## src/rtl/roc_pkg.sv

```systemverilog
package roc_pkg;

	// table geometry
	localparam int TABLE_DEPTH = 64;
	localparam int IDX_W       = $clog2(TABLE_DEPTH);
	localparam int CNT_W       = $clog2(TABLE_DEPTH + 1);

	// field widths
	localparam int VAL_W    = 48;
	localparam int ENTRY_W  = 2 * VAL_W;
	localparam int STATUS_W = 2;
	localparam int MIDX_W   = 6;
	localparam int HELD_W   = 7;

	// request codes
	localparam logic CMD_CHECK = 1'b0;
	localparam logic CMD_CLEAR = 1'b1;

	// result status codes
	localparam logic [STATUS_W-1:0] ST_CLEAN   = 2'd0;
	localparam logic [STATUS_W-1:0] ST_OVERLAP = 2'd1;
	localparam logic [STATUS_W-1:0] ST_NOROOM  = 2'd2;

	// request payload
	typedef struct packed {
		logic             cmd;
		logic [VAL_W-1:0] range_start;
		logic [VAL_W-1:0] range_length;
	} roc_req_t;

	// result payload
	typedef struct packed {
		logic [STATUS_W-1:0] status;
		logic [MIDX_W-1:0]   match_index;
		logic [HELD_W-1:0]   entries_held;
	} roc_res_t;

	// controller to datapath commands
	typedef struct packed {
		logic load;
		logic rd_en;
		logic cmp_en;
		logic insert;
		logic resp_clear;
		logic resp_full;
	} roc_ctl_t;

	// datapath to controller status
	typedef struct packed {
		logic full;
		logic empty;
		logic last;
		logic hit;
	} roc_stat_t;

	// two ranges overlap on equal starts or when the lower one reaches past the higher start
	function automatic logic ranges_overlap(input logic [VAL_W-1:0] a_start,
		input logic [VAL_W-1:0] a_len, input logic [VAL_W-1:0] b_start,
		input logic [VAL_W-1:0] b_len);
		logic [VAL_W-1:0] lo_start;
		logic [VAL_W-1:0] lo_len;
		logic [VAL_W-1:0] hi_start;
		logic [VAL_W:0]   lo_end;
		if (a_start > b_start) begin
			lo_start = b_start;
			lo_len   = b_len;
			hi_start = a_start;
		end else begin
			lo_start = a_start;
			lo_len   = a_len;
			hi_start = b_start;
		end
		lo_end = {1'b0, lo_start} + {1'b0, lo_len};
		return (a_start == b_start) || (lo_end > {1'b0, hi_start});
	endfunction

endpackage

```

## src/rtl/roc_ctrl.sv

```systemverilog
module roc_ctrl import roc_pkg::*; (
	input  logic      clk,
	input  logic      arst_n,
	input  logic      start,
	input  logic      req_cmd,
	input  roc_stat_t st,
	output roc_ctl_t  ctl,
	output logic      busy
);

	localparam logic [1:0] S_IDLE   = 2'd0;
	localparam logic [1:0] S_ISSUE  = 2'd1;
	localparam logic [1:0] S_DRAIN  = 2'd2;
	localparam logic [1:0] S_INSERT = 2'd3;

	logic [1:0] state_q;
	logic [1:0] state_d;

	// next state and commands
	always_comb begin
		state_d = state_q;
		ctl     = '0;
		unique case (state_q)
			S_IDLE: begin
				if (start) begin
					if (req_cmd == CMD_CLEAR) begin
						ctl.resp_clear = 1'b1;
					end else if (st.full) begin
						ctl.resp_full = 1'b1;
					end else begin
						ctl.load = 1'b1;
						state_d  = st.empty ? S_INSERT : S_ISSUE;
					end
				end
			end
			S_ISSUE: begin
				ctl.rd_en  = 1'b1;
				ctl.cmp_en = 1'b1;
				if (st.hit) begin
					state_d = S_INSERT;
				end else if (st.last) begin
					state_d = S_DRAIN;
				end
			end
			S_DRAIN: begin
				ctl.cmp_en = 1'b1;
				state_d    = S_INSERT;
			end
			S_INSERT: begin
				ctl.insert = 1'b1;
				state_d    = S_IDLE;
			end
			default: begin
				state_d = S_IDLE;
			end
		endcase
	end

	// state register
	always_ff @(posedge clk or negedge arst_n) begin
		if (!arst_n) begin
			state_q <= S_IDLE;
		end else begin
			state_q <= state_d;
		end
	end

	assign busy = (state_q != S_IDLE);

	// drain only follows the last read of a scan
	a_drain_after_issue: assert property (@(posedge clk) disable iff (!arst_n)
		(state_q == S_DRAIN) |-> ($past(state_q) == S_ISSUE && $past(st.last)))
		else $error("drain without a final read");

	// busy only rises on an accepted check request
	a_busy_on_load: assert property (@(posedge clk) disable iff (!arst_n)
		$rose(busy) |-> $past(ctl.load))
		else $error("busy rose without a request load");

	// a scan stops at the first hit
	a_hit_stops_scan: assert property (@(posedge clk) disable iff (!arst_n)
		(state_q == S_ISSUE && st.hit) |=> (state_q == S_INSERT))
		else $error("scan kept going after a hit");

endmodule

```

## config.mk

```make
export PLATFORM = sky130hd
export DESIGN_NAME = roc_ctrl
export DESIGN_NICKNAME = d
export VERILOG_FILES = /design/src/rtl/roc_pkg.sv /design/src/rtl/roc_ctrl.sv
export SDC_FILE = /design/constraint.sdc
export NUM_CORES = 1
export LEC_CHECK = 0
export BUFFER_PORTS_ARGS = -buffer_cell sky130_fd_sc_hd__buf_2
export CELL_PAD_IN_SITES_DETAIL_PLACEMENT = 0
export CELL_PAD_IN_SITES_GLOBAL_PLACEMENT = 2
export CORE_UTILIZATION = 17
export DETAILED_ROUTE_END_ITERATION = 10
export GPL_TIMING_DRIVEN = 0
export PLACE_DENSITY_LB_ADDON = 0.1
export SLEW_MARGIN = 20
export SYNTH_ARGS = -nofsm -noshare
export SYNTH_HDL_FRONTEND = slang
export SYNTH_SLANG_ARGS = --single-unit
```

## constraint.sdc

```tcl
create_clock -name clk -period 1.4 [get_ports clk]
set_clock_uncertainty 0.2 [all_clocks]
set_input_delay 0.21 -clock clk [delete_from_list [all_inputs] [get_ports clk]]
set_output_delay 0.21 -clock clk [all_outputs]
set_load 0.01 [all_outputs]
```

==> results.toml <==
[timing]
fmax_mhz = 619.7
layout_min_cycle_time_ns = 1.614
slew_violations = 0
final.setup.worst_slack_ns = -0.2136
tightest_slew_ns = 0.3976
relSlewSlack_pct = 73.49
rsz0062_at_grt = "yes"
finalCritPeriodShare_pct = 115.3
finalSetupViolCount = 9
final_hold_viol_count = 0
hold_slack_ns = 0.09836

[finish]
top_regs = "state_q (2)"
drive_gt1_share_pct = 71.43
fill_cells = 127
fin_nets = 62
antenna_cells = 0
final_cell_mix = "10 x buf_2, 5 x buf_6, 5 x buf_4"
multi_input_comb_area_um2 = 216.5
fin_area_um2 = 476.7
largest_reg_flops = 2
top_register = "state_q"
register_area_um2 = 51.30
final_core_util_pct = 40.19
final_cells = 63
area_delta_synth_final_pct = 104.8
layout_commonest_cell = "buf_2"

[routing]
viasPerCell = 4.492
antenna_left = 0
via_count = 283
first_pass_iters = 4
wl_per_cell_um = 11.05
wl_um = 696
drc_errors = 0
drtIter0Drc = 4

[hold_path]
hold_path_class = "primary input to async pin"

[placement]
place_inst = 52
place_area_um2 = 351.6
port_buffers = 14
gp_congestion = 0.6574
dp_hpwl_um = 499.1

[power]
power_frac_comb_pct = 75.1
peakVddDrop_mv = 0.9399
clockPowerShare_pct = 13.3
leakagePower_nw = 0.2310
switching_share_pct = 37.34
intPower_mw = 0.6595
p_switching_mw = 0.3929
power_density_mw_per_mm2 = 2208
seqPwrFrac_pct = 11.6

[clocking]
clockRootBuffer = "clkbuf_4"
clk_latency_ns = 0.23
clkTransAtPathRegs_ns = 0.04
tritoncts = "done"
cts_buffers = 3
clk_path_buf_depth = 2
h-tree-depth = 1
cts_sinks = 2

[floorplanning]
fp.coreArea_mm2 = 0.001186
dieArea_mm2 = 0.001521
ios = 15
rows = 12
dieWidth_um = 39
die_h_um = 39
start_util_pct = 19.62

[yosys]
syn_area_um2 = 232.7
ys_types = 16
yosysSeqAreaShare_pct = 21.51
syn_inst = 24
yosys.area.top_type = "dfrtp_1"
ys_ff_latch = 2
synthesis.nets = 36
avgSynthCellArea_um2 = 9.697
synth_warnings = 0
netlist_top_cells_area = "dfrtp_1 22%, ha_1 22%, nand2b_1 8.1%"
yosys.area.top_type_share_pct = 21.51

[critical_path]
r2r_slack_ns = -0.16
critical_path_class = "flop to output port"
cp_max_fo = 5
cp-end-kind = "output port"
worstReg2RegEnd = "state_q[0]"
startpoint_type = "flop"
r2r-start = "state_q[0]"
worstPathRequired_ns = 0.99
worst_r2r_path_depth = 5
worstPathArrival_ns = 1.20

[global_routing]
grt_pass1_vias = 276
globalRouteOverflowTotal = 0
grt_max_degree = 6
grt_first_pass_wirelength_um = 1159
grt_use_total_pct = 10.95
antenna_found_initial = 0

[job]
drv_cap = 0

[outcome]
status = "finished, violations left"
violations = "setup timing"
-- synthesized netlist by cell type --
| master | n |
|---|---|
| a221o_1 | 1 |
| a222oi_1 | 1 |
| a22oi_1 | 1 |
| a2bb2oi_1 | 1 |
| and3_2 | 1 |
| and4b_2 | 1 |
| dfrtp_1 | 2 |
| ha_1 | 4 |
| inv_1 | 3 |
| nand2b_1 | 3 |
| nand2b_4 | 1 |
| nor2_1 | 1 |
| nor3b_1 | 1 |
| o211a_1 | 1 |
| o22ai_1 | 1 |
| or3_1 | 1 |
-- area by class of cell --
cell class / count / area share, %
tap: 14 / 3.675
sequential: 2 / 10.76
clock buffer: 4 / 5.512
timing repair buffer: 21 / 32.28
inverter: 3 / 2.362
multi-input combinational: 19 / 45.41
-- repair_timing --
action,4_1_cts,5_1_grt
hold endpoints to repair,2,0
setup buffers,5,1
pin swaps,3,2
endpoints found under the setup margin,9,9
resized for setup,4,4
hold buffers,1,0
-- logic make-up after synthesis --
kind of cell	count (synthesis)	synth area share [%]
AOI/OAI and AO/OA	6	22.58
DFF	2	21.51
adders and majority gates	4	21.51
and+or+nand+nor	9	29.57
buffers and inverters	3	4.838
-- critical path, stage by stage, from the launching register on --
cell and delay, ns:
dfrtp_2 0.42, inv_2 0.09, ha_4 0.15, and4b_2 0.23, buf_6 0.10
-- per-layer routing --
| metal | global-route usage, % | part of all wire, % |
|---|---|---|
| met3 | 1.734 | 2.9 |
| met1 | 11.68 | 38 |
| met5 | 0 | 0 |
| met4 | 2.586 | 0 |
| met2 | 21.67 | 59 |
-- power by group through the flow --
stage                     Combinational, mW  Sequential, mW  Clock [mW]
after CTS                             0.706           0.117       0.147
after global placement                0.516           0.144           0
after floorplan                       0.389           0.135           0
final                                 0.791           0.122       0.140
after global routing                  0.882           0.126       0.151
after detailed placement              0.520           0.143           0
-- stage by stage --
step	setup TNS [ns]	total power, mW	worst slack [ns]
2_1_floorplan	-0.08153	0.5242	-0.05077
3_3_place_gp	-0.4697	0.6601	-0.1797
3_5_place_dp	-0.5136	0.6623	-0.2017
4_1_cts	-1.321	0.9711	-0.2101
5_1_grt	-1.789	1.158	-0.2689
6_report	-1.308	1.052	-0.2136
-- worst max path at each step --
stage                      end  startpoint  slack (ns)
floorplan           state_q[1]  state_q[0]       -0.05
global placement    state_q[1]  state_q[1]       -0.18
detailed placement  state_q[1]  state_q[1]       -0.20
CTS                     ctl[0]  state_q[0]       -0.21
global route            ctl[0]  state_q[0]       -0.27
finish                  ctl[0]  state_q[0]       -0.21
Note: power is estimated with default switching activity, not from simulation.
